`config.mk`:
```
export PLATFORM = sky130hd
export DESIGN_NAME = barometer_sample_health_monitor_flat
export DESIGN_NICKNAME = d
export VERILOG_FILES = /design/src/rtl/core/bshm_pkg.sv /design/src/rtl/core/bshm_req_if.sv /design/src/rtl/core/bshm_rsp_if.sv /design/src/rtl/core/bshm_csr_if.sv /design/src/rtl/core/bshm_cfg_regs.sv /design/src/rtl/core/bshm_core.sv /design/src/rtl/core/barometer_sample_health_monitor.sv /design/src/flat_wrapper.sv
export SDC_FILE = /design/constraint.sdc
export NUM_CORES = 2
export LEC_CHECK = 0
export ABC_AREA = 1
export BUFFER_PORTS_ARGS = -buffer_cell sky130_fd_sc_hd__clkbuf_2
export CAP_MARGIN = 20
export CORE_MARGIN = 2
export CORE_UTILIZATION = 60
export CTS_BUF_LIST = sky130_fd_sc_hd__clkbuf_4 sky130_fd_sc_hd__clkbuf_8 sky130_fd_sc_hd__clkbuf_16
export DETAILED_ROUTE_END_ITERATION = 7
export PLACE_DENSITY = 0.87
export SLEW_MARGIN = 0
export SYNTH_ARGS = -nofsm -noshare
export SYNTH_HDL_FRONTEND = slang
export SYNTH_SLANG_ARGS = --single-unit
```
`constraint.sdc`:
```
create_clock -name clock -period 14 [get_ports clock]
set_input_delay 0.7 -clock clock [delete_from_list [all_inputs] [get_ports clock]]
set_output_delay 0.7 -clock clock [all_outputs]
set_load 0.02 [all_outputs]
```
`src/rtl/core/bshm_pkg.sv`:
```
`default_nettype none

package bshm_pkg;

   localparam int RefFracBits = 16;
   localparam int RefWidth    = 24 + RefFracBits;
   localparam int GainWidth   = 16;
   localparam int GainFrac    = 16;
   localparam int ProdWidth   = RefWidth + GainWidth;

   localparam int CsrIdxWidth  = 3;
   localparam int CsrDataWidth = 24;

   localparam logic [CsrIdxWidth-1:0] CSR_DEVICE_READY  = 3'd0;
   localparam logic [CsrIdxWidth-1:0] CSR_ERROR_LIMIT   = 3'd1;
   localparam logic [CsrIdxWidth-1:0] CSR_STALE_TIME    = 3'd2;
   localparam logic [CsrIdxWidth-1:0] CSR_TRACK_GAIN    = 3'd3;
   localparam logic [CsrIdxWidth-1:0] CSR_PRESS_MIN     = 3'd4;
   localparam logic [CsrIdxWidth-1:0] CSR_PRESS_MAX     = 3'd5;
   localparam logic [CsrIdxWidth-1:0] CSR_TEMP_MIN      = 3'd6;
   localparam logic [CsrIdxWidth-1:0] CSR_TEMP_MAX      = 3'd7;

   localparam logic CMD_POLL  = 1'b0;
   localparam logic CMD_TRACK = 1'b1;

   localparam logic [1:0] STATUS_OK        = 2'd0;
   localparam logic [1:0] STATUS_NOT_READY = 2'd1;
   localparam logic [1:0] STATUS_NO_DATA   = 2'd2;
   localparam logic [1:0] STATUS_FAILED    = 2'd3;

   localparam logic [7:0]  FAIL_SAT          = 8'd255;
   localparam logic [23:0] GROUND_RESET_INT  = 24'd6484800;

   localparam logic [7:0]         ERROR_LIMIT_RST = 8'd8;
   localparam logic [15:0]        STALE_TIME_RST  = 16'd500;
   localparam logic [15:0]        TRACK_GAIN_RST  = 16'd64;
   localparam logic [23:0]        PRESS_MIN_RST   = 24'd768000;
   localparam logic [23:0]        PRESS_MAX_RST   = 24'd7040000;
   localparam logic signed [23:0] TEMP_MIN_RST    = -24'sd2621440;
   localparam logic signed [23:0] TEMP_MAX_RST    = 24'sd5570560;

   typedef struct packed {
      logic        command;
      logic [31:0] now_ms;
      logic        status_read_ok;
      logic [7:0]  irq_status;
      logic        burst_ok;
      logic [23:0] temp_word;
      logic [23:0] press_word;
   } req_type;

   typedef struct packed {
      logic [1:0]         read_status;
      logic [23:0]        pressure_out;
      logic signed [23:0] temperature_out;
      logic               healthy;
      logic [23:0]        reference_pressure;
      logic [7:0]         failure_count;
   } rsp_type;

   typedef struct packed {
      logic               device_ready;
      logic [7:0]         error_limit;
      logic [15:0]        stale_time_ms;
      logic [15:0]        track_gain;
      logic [23:0]        pressure_min_raw;
      logic [23:0]        pressure_max_raw;
      logic signed [23:0] temp_min_raw;
      logic signed [23:0] temp_max_raw;
   } cfg_type;

endpackage

`default_nettype wire

```
`src/rtl/core/bshm_req_if.sv`:
```
`default_nettype none

interface bshm_req_if;
   import bshm_pkg::*;

   logic    valid;
   logic    ready;
   req_type data;

   modport source (output valid, output data, input ready);
   modport sink   (input valid, input data, output ready);
endinterface

`default_nettype wire

```
`src/rtl/core/bshm_rsp_if.sv`:
```
`default_nettype none

interface bshm_rsp_if;
   import bshm_pkg::*;

   logic    valid;
   logic    ready;
   rsp_type data;

   modport source (output valid, output data, input ready);
   modport sink   (input valid, input data, output ready);
endinterface

`default_nettype wire

```
`src/rtl/core/bshm_csr_if.sv`:
```
`default_nettype none

interface bshm_csr_if;
   import bshm_pkg::*;

   logic                    valid;
   logic                    ready;
   logic [CsrIdxWidth-1:0]  index;
   logic [CsrDataWidth-1:0] data;

   modport source (output valid, output index, output data, input ready);
   modport sink   (input valid, input index, input data, output ready);
endinterface

`default_nettype wire

```
`src/rtl/core/bshm_cfg_regs.sv`:
```
`default_nettype none

module bshm_cfg_regs (
   input  wire logic              clock,
   input  wire logic              reset,
   bshm_csr_if.sink               csr_chan,
   output bshm_pkg::cfg_type      cfg
);
   import bshm_pkg::*;

   cfg_type cfg_ff;
   cfg_type cfg_in;

   assign csr_chan.ready = 1'b1;

   always_comb begin
      cfg_in = cfg_ff;
      if (csr_chan.valid) begin
         case (csr_chan.index)
            CSR_DEVICE_READY: cfg_in.device_ready     = csr_chan.data[0];
            CSR_ERROR_LIMIT:  cfg_in.error_limit      = csr_chan.data[7:0];
            CSR_STALE_TIME:   cfg_in.stale_time_ms    = csr_chan.data[15:0];
            CSR_TRACK_GAIN:   cfg_in.track_gain       = csr_chan.data[15:0];
            CSR_PRESS_MIN:    cfg_in.pressure_min_raw = csr_chan.data;
            CSR_PRESS_MAX:    cfg_in.pressure_max_raw = csr_chan.data;
            CSR_TEMP_MIN:     cfg_in.temp_min_raw     = $signed(csr_chan.data);
            CSR_TEMP_MAX:     cfg_in.temp_max_raw     = $signed(csr_chan.data);
            default:          cfg_in = cfg_ff;
         endcase
      end
   end

   always_ff @(posedge clock) begin
      if (reset) begin
         cfg_ff.device_ready     <= 1'b0;
         cfg_ff.error_limit      <= ERROR_LIMIT_RST;
         cfg_ff.stale_time_ms    <= STALE_TIME_RST;
         cfg_ff.track_gain       <= TRACK_GAIN_RST;
         cfg_ff.pressure_min_raw <= PRESS_MIN_RST;
         cfg_ff.pressure_max_raw <= PRESS_MAX_RST;
         cfg_ff.temp_min_raw     <= TEMP_MIN_RST;
         cfg_ff.temp_max_raw     <= TEMP_MAX_RST;
      end else begin
         cfg_ff <= cfg_in;
      end
   end

   assign cfg = cfg_ff;

endmodule

`default_nettype wire

```
`src/rtl/core/bshm_core.sv`:
```
`default_nettype none

module bshm_core (
   input  wire logic              clock,
   input  wire logic              reset,
   input  wire logic              advance,
   input  wire bshm_pkg::req_type item,
   input  wire bshm_pkg::cfg_type cfg,
   output bshm_pkg::rsp_type      result
);
   import bshm_pkg::*;

   logic [7:0]          fail_count_ff, fail_count_in;
   logic                have_sample_ff, have_sample_in;
   logic [31:0]         fresh_time_ff, fresh_time_in;
   logic [23:0]         cached_press_ff, cached_press_in;
   logic [23:0]         cached_temp_ff, cached_temp_in;
   logic [RefWidth-1:0] ground_ref_ff, ground_ref_in;

   logic                sample_good;
   logic [RefWidth-1:0] target;
   logic                track_up;
   logic [RefWidth-1:0] track_mag;
   logic [ProdWidth-1:0] track_prod;
   logic [ProdWidth-1:0] track_round;
   logic [RefWidth-1:0] track_delta;
   logic [31:0]         age;
   logic                stale;
   logic                err_limited;

   assign sample_good = item.burst_ok && (item.press_word != 24'd0)
                        && (item.press_word >= cfg.pressure_min_raw)
                        && (item.press_word <= cfg.pressure_max_raw)
                        && ($signed(item.temp_word) >= cfg.temp_min_raw)
                        && ($signed(item.temp_word) <= cfg.temp_max_raw);

   // ground tracking: rounded Q0.16 step of the distance to the cached pressure
   assign target      = {cached_press_ff, {RefFracBits{1'b0}}};
   assign track_up    = target >= ground_ref_ff;
   assign track_mag   = track_up ? (target - ground_ref_ff) : (ground_ref_ff - target);
   assign track_prod  = ProdWidth'(track_mag) * ProdWidth'(cfg.track_gain);
   assign track_round = track_prod + (ProdWidth'(1) << (GainFrac - 1));
   assign track_delta = track_round[GainFrac +: RefWidth];

   always_comb begin
      fail_count_in   = fail_count_ff;
      have_sample_in  = have_sample_ff;
      fresh_time_in   = fresh_time_ff;
      cached_press_in = cached_press_ff;
      cached_temp_in  = cached_temp_ff;
      ground_ref_in   = ground_ref_ff;
      if (cfg.device_ready) begin
         if (item.command == CMD_POLL) begin
            if (!item.status_read_ok) begin
               if (fail_count_ff != FAIL_SAT) fail_count_in = fail_count_ff + 8'd1;
            end else if (item.irq_status[0]) begin
               if (sample_good) begin
                  cached_press_in = item.press_word;
                  cached_temp_in  = item.temp_word;
                  have_sample_in  = 1'b1;
                  fresh_time_in   = item.now_ms;
                  fail_count_in   = 8'd0;
               end else if (fail_count_ff != FAIL_SAT) begin
                  fail_count_in = fail_count_ff + 8'd1;
               end
            end
         end else if (have_sample_ff && (ground_ref_ff != '0)) begin
            ground_ref_in = track_up ? (ground_ref_ff + track_delta)
                                     : (ground_ref_ff - track_delta);
         end
      end
   end

   // status looks at the state after this step's update
   assign age         = item.now_ms - fresh_time_in;
   assign stale       = age > {16'd0, cfg.stale_time_ms};
   assign err_limited = fail_count_in >= cfg.error_limit;

   always_comb begin
      if (!cfg.device_ready)          result.read_status = STATUS_NOT_READY;
      else if (!have_sample_in)       result.read_status = STATUS_NO_DATA;
      else if (err_limited || stale)  result.read_status = STATUS_FAILED;
      else                            result.read_status = STATUS_OK;
      result.pressure_out       = cached_press_in;
      result.temperature_out    = $signed(cached_temp_in);
      result.healthy            = cfg.device_ready && !err_limited
                                  && !(have_sample_in && stale);
      result.reference_pressure = ground_ref_in[RefFracBits +: 24];
      result.failure_count      = fail_count_in;
   end

   always_ff @(posedge clock) begin
      if (reset) begin
         fail_count_ff   <= 8'd0;
         have_sample_ff  <= 1'b0;
         fresh_time_ff   <= 32'd0;
         cached_press_ff <= 24'd0;
         cached_temp_ff  <= 24'd0;
         ground_ref_ff   <= {GROUND_RESET_INT, {RefFracBits{1'b0}}};
      end else if (advance) begin
         fail_count_ff   <= fail_count_in;
         have_sample_ff  <= have_sample_in;
         fresh_time_ff   <= fresh_time_in;
         cached_press_ff <= cached_press_in;
         cached_temp_ff  <= cached_temp_in;
         ground_ref_ff   <= ground_ref_in;
      end
   end

endmodule

`default_nettype wire

```
`src/rtl/core/barometer_sample_health_monitor.sv`:
```
// Barometer sample health monitor.
//
// req_chan carries one request per poll or ground tracking step; rsp_chan
// returns exactly one result per request, in order. csr_chan writes the
// eight configuration registers by index and is always ready; write it
// only while no request is in flight.
//
// A request lands in an input register; from there the state update and
// result are computed in one pass (one 40x16 multiply on the tracking
// path) and captured in the result register once it is free or being
// read. rsp_chan.valid is driven by the result register, and one request
// per cycle is sustained while rsp_chan is ready.
//
// When rsp_chan stalls, the result register holds and the input register
// still takes one more request; req_chan.ready drops only when both are
// full. Reset empties both stages, loads the register defaults (device not
// ready) and clears the cached sample, failure count and timestamp; the
// ground reference returns to its default. No clearing pass is needed.
`default_nettype none

module barometer_sample_health_monitor (
   input  wire logic  clock,
   input  wire logic  reset,
   bshm_req_if.sink   req_chan,
   bshm_rsp_if.source rsp_chan,
   bshm_csr_if.sink   csr_chan
);
   import bshm_pkg::*;

   logic    in_valid_ff, in_valid_in;
   req_type in_data_ff;
   logic    out_valid_ff, out_valid_in;
   rsp_type out_data_ff;
   rsp_type result;
   cfg_type cfg;
   logic    advance;
   logic    accept;

   bshm_cfg_regs u_cfg_regs (
      .clock    (clock),
      .reset    (reset),
      .csr_chan (csr_chan),
      .cfg      (cfg)
   );

   bshm_core u_core (
      .clock   (clock),
      .reset   (reset),
      .advance (advance),
      .item    (in_data_ff),
      .cfg     (cfg),
      .result  (result)
   );

   assign advance        = in_valid_ff && (!out_valid_ff || rsp_chan.ready);
   assign req_chan.ready = !in_valid_ff || advance;
   assign accept         = req_chan.valid && req_chan.ready;

   assign in_valid_in  = accept || (in_valid_ff && !advance);
   assign out_valid_in = advance || (out_valid_ff && !rsp_chan.ready);

   always_ff @(posedge clock) begin
      if (reset) begin
         in_valid_ff  <= 1'b0;
         out_valid_ff <= 1'b0;
      end else begin
         in_valid_ff  <= in_valid_in;
         out_valid_ff <= out_valid_in;
      end
   end

   always_ff @(posedge clock) begin
      if (accept) in_data_ff <= req_chan.data;
      if (advance) out_data_ff <= result;
   end

   assign rsp_chan.valid = out_valid_ff;
   assign rsp_chan.data  = out_data_ff;

endmodule

`default_nettype wire
```
`src/flat_wrapper.sv`:
```
// flat-port wrapper written by rule: the top's interface ports become plain ports
module barometer_sample_health_monitor_flat import bshm_pkg::*;
  (clock, reset, req_chan_valid, req_chan_data, req_chan_ready, rsp_chan_valid, rsp_chan_data, rsp_chan_ready, csr_chan_valid, csr_chan_index, csr_chan_data, csr_chan_ready);
  bshm_req_if req_chan_i ();
  bshm_rsp_if rsp_chan_i ();
  bshm_csr_if csr_chan_i ();
  input  wire logic clock;
  input  wire logic reset;
  input wire logic [$bits(req_chan_i.valid)-1:0] req_chan_valid;
  input wire logic [$bits(req_chan_i.data)-1:0] req_chan_data;
  output wire logic [$bits(req_chan_i.ready)-1:0] req_chan_ready;
  output wire logic [$bits(rsp_chan_i.valid)-1:0] rsp_chan_valid;
  output wire logic [$bits(rsp_chan_i.data)-1:0] rsp_chan_data;
  input wire logic [$bits(rsp_chan_i.ready)-1:0] rsp_chan_ready;
  input wire logic [$bits(csr_chan_i.valid)-1:0] csr_chan_valid;
  input wire logic [$bits(csr_chan_i.index)-1:0] csr_chan_index;
  input wire logic [$bits(csr_chan_i.data)-1:0] csr_chan_data;
  output wire logic [$bits(csr_chan_i.ready)-1:0] csr_chan_ready;
  assign req_chan_i.valid = req_chan_valid;
  assign req_chan_i.data = req_chan_data;
  assign req_chan_ready = req_chan_i.ready;
  assign rsp_chan_valid = rsp_chan_i.valid;
  assign rsp_chan_data = rsp_chan_i.data;
  assign rsp_chan_i.ready = rsp_chan_ready;
  assign csr_chan_i.valid = csr_chan_valid;
  assign csr_chan_i.index = csr_chan_index;
  assign csr_chan_i.data = csr_chan_data;
  assign csr_chan_ready = csr_chan_i.ready;
  barometer_sample_health_monitor u_core (.clock(clock), .reset(reset), .req_chan(req_chan_i), .rsp_chan(rsp_chan_i), .csr_chan(csr_chan_i));
endmodule
```
==> reports/qor.yml <==
async_reset_ff_share_pct: 0
fin_util_pct: 65.0
htreeDepth: 2
top_level_ports: 209
critPathKind: "reg2reg"
crit_top_cell: "nand2_1"
r2r-start: "u_core.u_core.cached_press_ff[15]$_SDFFE_PP0P_"
rr_worst_depth: 49
final_cell_mix: "inv_1 (1295), nand2_1 (1036), nor2_1 (661)"
die-area_sq_um: 81900
drc_errors: 0
yosysTopAreaCellShare_pct: 22.3
grt.total_usage_pct: 38.3
gp_congestion: 1.03
cts-root-buf: "clkbuf_16"
rsz0062_at_grt: "false"
grt_pass1_vias: 44400
yosysTopAreaCell: "fa_1"
nets: 7341
ys_ff_latch: 435
cellPowerDensity_nw_per_um2: 87.3
synth_adder_area_share_pct: 32.8
synth_edf_count: 167
initial_core_util_pct: 60.6
final_cell_area_sq_um: 51300
arrival_ns: 13.77
cts_tree: "done"
setup_tns_ns: 0
rr_endpoint: "u_core.u_core.ground_ref_ff[38]$_SDFFE_PP1P_"
min_period_ns: 13.29
overflow: 0
drt_wl_total_microns: 155000
drt-pass1-iter-count: 8
synthTopCellsByArea: "fa_1 (22%), dfxtp_1 (11%), ha_1 (11%), edfxtp_1 (10%), inv_1 (10%)"
cts.clk_slew.worst_paths_ns: 0.07
synth_cell_types: 63
seq_area_frac_synth_pct: 21.7
syn_to_final_growth_pct: 7.32
p_switching_mw: 1.85
p_clk_share_pct: 26.7
worst_pin_slew_ns: 1.07
hold_depth: 1
cp_max_fo: 32
clock-sinks: 435
grt_pass1_wl_microns: 241000
layout_commonest_cell: "inv_1"
placed_area_sq_um: 49800
fmax_ghz: 0.0752
synth_xor_area_share_pct: 2.95
crit_required_ns: 14.48
relSlewSlack_pct: 28.4
fin_crit_sh_pct: 94.9
start_kind: "register"
hold_start: "req_chan_data[48]"
cellLeakagePower_nw: 24.9
fin_cells: 7370
status: "completed"
synthSimpleGateAreaFrac_pct: 17.0
power_frac_comb_pct: 42.0
report.final.slew_viol_count: 0
place.port_buffers: 200
synth_top_flop_cell: "dfxtp_1"
power.internal_mw: 2.63
postCtsHoldBufs: 0
cts_buffers: 41
drive_gt1_share_pct: 7.11
via_count: 43000
ir_drop_uv: 115
cp-end-kind: "register"
skew_ns: 0.0333
hp-class: "in2reg"
drv_cap: 0
drt-initial-drc-count: 3687
netlist_area_sq_um: 47800
vias_per_cell: 5.83
swShare_pct: 41.4
synth_top_family_by_area: "adder cells"
crit_slowest_cell: "a21oi_1"
grt_max_degree: 98
setup_viol: 0
rows: 103
hold_viol: 0
core_sq_um: 78900
synth_area_per_cell_sq_um: 7.73
worst_hold_slack_ns: 0.302
die_y_microns: 286
antenna_found_initial: 7
clockBufferDepth: 3
synth.area.mux_share_pct: 0.0209
hold_end: "u_core.in_data_ff[48]$_DFFE_PP_"
rrSetupSlack_ns: 0.71
synth_compound_area_share_pct: 13.3
dp.cells: 7286
clock_latency_ns: 0.58
synth_cells: 6185
ant_nets: 0
ys.warnings.count: 0
die_w_microns: 286
wire_per_inst_microns: 21.1
syn-num-nets: 7243
post-dp-hpwl_microns: 121000
p_seq_share_pct: 31.3
cpPeakStageDelay_ns: 0.71
how the worst max path moves through the flow:
stage / depth (start not counted) / end / startpoint / slack, ns
detailed placement: 47 / u_core.u_core.ground_ref_ff[38]$_SDFFE_PP1P_ / u_core.u_core.ground_ref_ff[26]$_SDFFE_PP0P_ / 1.05
floorplan: 61 / u_core.u_core.ground_ref_ff[38]$_SDFFE_PP1P_ / u_core.u_core.ground_ref_ff[5]$_SDFFE_PP0P_ / 3.37
global placement: 47 / u_core.u_core.ground_ref_ff[38]$_SDFFE_PP1P_ / u_core.u_core.ground_ref_ff[26]$_SDFFE_PP0P_ / 1.15
global route: 58 / u_core.rsp_chan.data[31]$_DFFE_PP_ / u_core.u_core.ground_ref_ff[11]$_SDFFE_PP0P_ / 0.003
CTS: 47 / u_core.u_core.ground_ref_ff[38]$_SDFFE_PP1P_ / u_core.u_core.ground_ref_ff[26]$_SDFFE_PP0P_ / 1.01
finish: 49 / u_core.u_core.ground_ref_ff[38]$_SDFFE_PP1P_ / u_core.u_core.cached_press_ff[15]$_SDFFE_PP0P_ / 0.71
power by group through the flow:
stage / Combinational [mW] / Sequential, mW / Clock [mW]
finish: 1.88 / 1.40 / 1.20
global route: 2.07 / 1.40 / 1.25
CTS: 1.81 / 1.40 / 1.20
detailed placement: 1.80 / 1.42 / 0
global placement: 1.76 / 1.42 / 0
floorplan: 1.23 / 1.41 / 0
logic make-up (layout without fill, tap and decap cells):
| kind of cell | after synthesis | count (layout) |
|---|---|---|
| muxes | 1 | 1 |
| buffers and inverters | 1535 | 1666 |
| DFF | 435 | 435 |
| adders and majority gates | 935 | 935 |
| other | 1 | 5 |
| AOI/OAI and AO/OA | 1130 | 1130 |
| and+or+nand+nor | 1989 | 1989 |
| xor gates and xnor gates | 159 | 159 |
sequential cells by signal (all words and copies together), names as in the netlist:
signal / cells
u_core.in_data_ff: 84
u_core.in_valid_ff: 1
u_core.rsp_chan.data: 83
u_core.rsp_chan.valid: 1
u_core.u_cfg_regs.cfg: 137
u_core.u_core.cached_press_ff: 24
u_core.u_core.cached_temp_ff: 24
u_core.u_core.fail_count_ff: 8
u_core.u_core.fresh_time_ff: 32
u_core.u_core.ground_ref_ff: 40
u_core.u_core.have_sample_ff: 1
cell type report:
type | count | area, sq um
antenna | 4 | 10.0
clock buffer | 56 | 1200
clock inverter | 20 | 243
fill | 6501 | 27600
inverter | 1325 | 5000
multi-input combinational | 4215 | 31600
sequential | 435 | 10400
tap | 1050 | 1310
timing repair buffer | 265 | 1520
Yosys cell counts (4+ instances only):
cell,instances
a31oi_1,36
o31ai_1,9
ha_1,403
a211oi_1,72
o21a_1,31
inv_1,1301
nor2_2,6
xnor2_1,51
o22ai_1,5
o221ai_1,15
edfxtp_1,167
nand4_1,39
nand2_1,1037
o21bai_1,6
nor4_1,22
o21ai_1,18
nor2_1,662
buf_4,8
fa_1,532
buf_1,8
a21oi_1,473
buf_2,4
nand3_1,106
dfxtp_1,268
a21boi_0,6
or2_2,25
nand2_4,6
clkinv_1,16
nor2_4,5
a221oi_1,12
o21ai_0,378
o211ai_1,40
clkbuf_1,188
nand3b_1,7
o221a_2,4
nor3_1,37
inv_2,8
a21o_1,6
nand3_2,5
o2111ai_1,8
nand2_2,22
xor2_1,106
stage by stage:
stage               worst slack, ns  power, mW
CTS                            1.01       4.41
detailed placement             1.05       3.22
global placement               1.15       3.19
finish                        0.711       4.48
floorplan                      3.37       2.64
global route                0.00299       4.72
critical path: cells and delay by family, from the launching register on:
family,cells,cell delay (ns)
flops,1,0.43
xor+xnor,3,0.50
fa+ha+maj,9,4.30
buf+inv,7,1.37
compound gates,11,3.24
simple gates,19,3.30
timing repair:
action	4_1_cts	5_1_grt
setup buffers	0	2
resized for setup	0	10
endpoints found under the hold margin	0	0
endpoints found under the setup margin	0	4
metal layers:
metal | up-vias | routed length (microns) | global-route usage, % | part of all wire [%]
met5 | - | 123 | 0.814 | 0.079
met4 | 8 | 14800 | 29.3 | 9.5
met3 | 761 | 13700 | 7.64 | 8.8
met2 | 2247 | 72100 | 63.8 | 46
met1 | 20400 | 54600 | 43.3 | 35
li1 | 19600 | - | - | -
No activity file was read; power rests on OpenSTA's default activity.
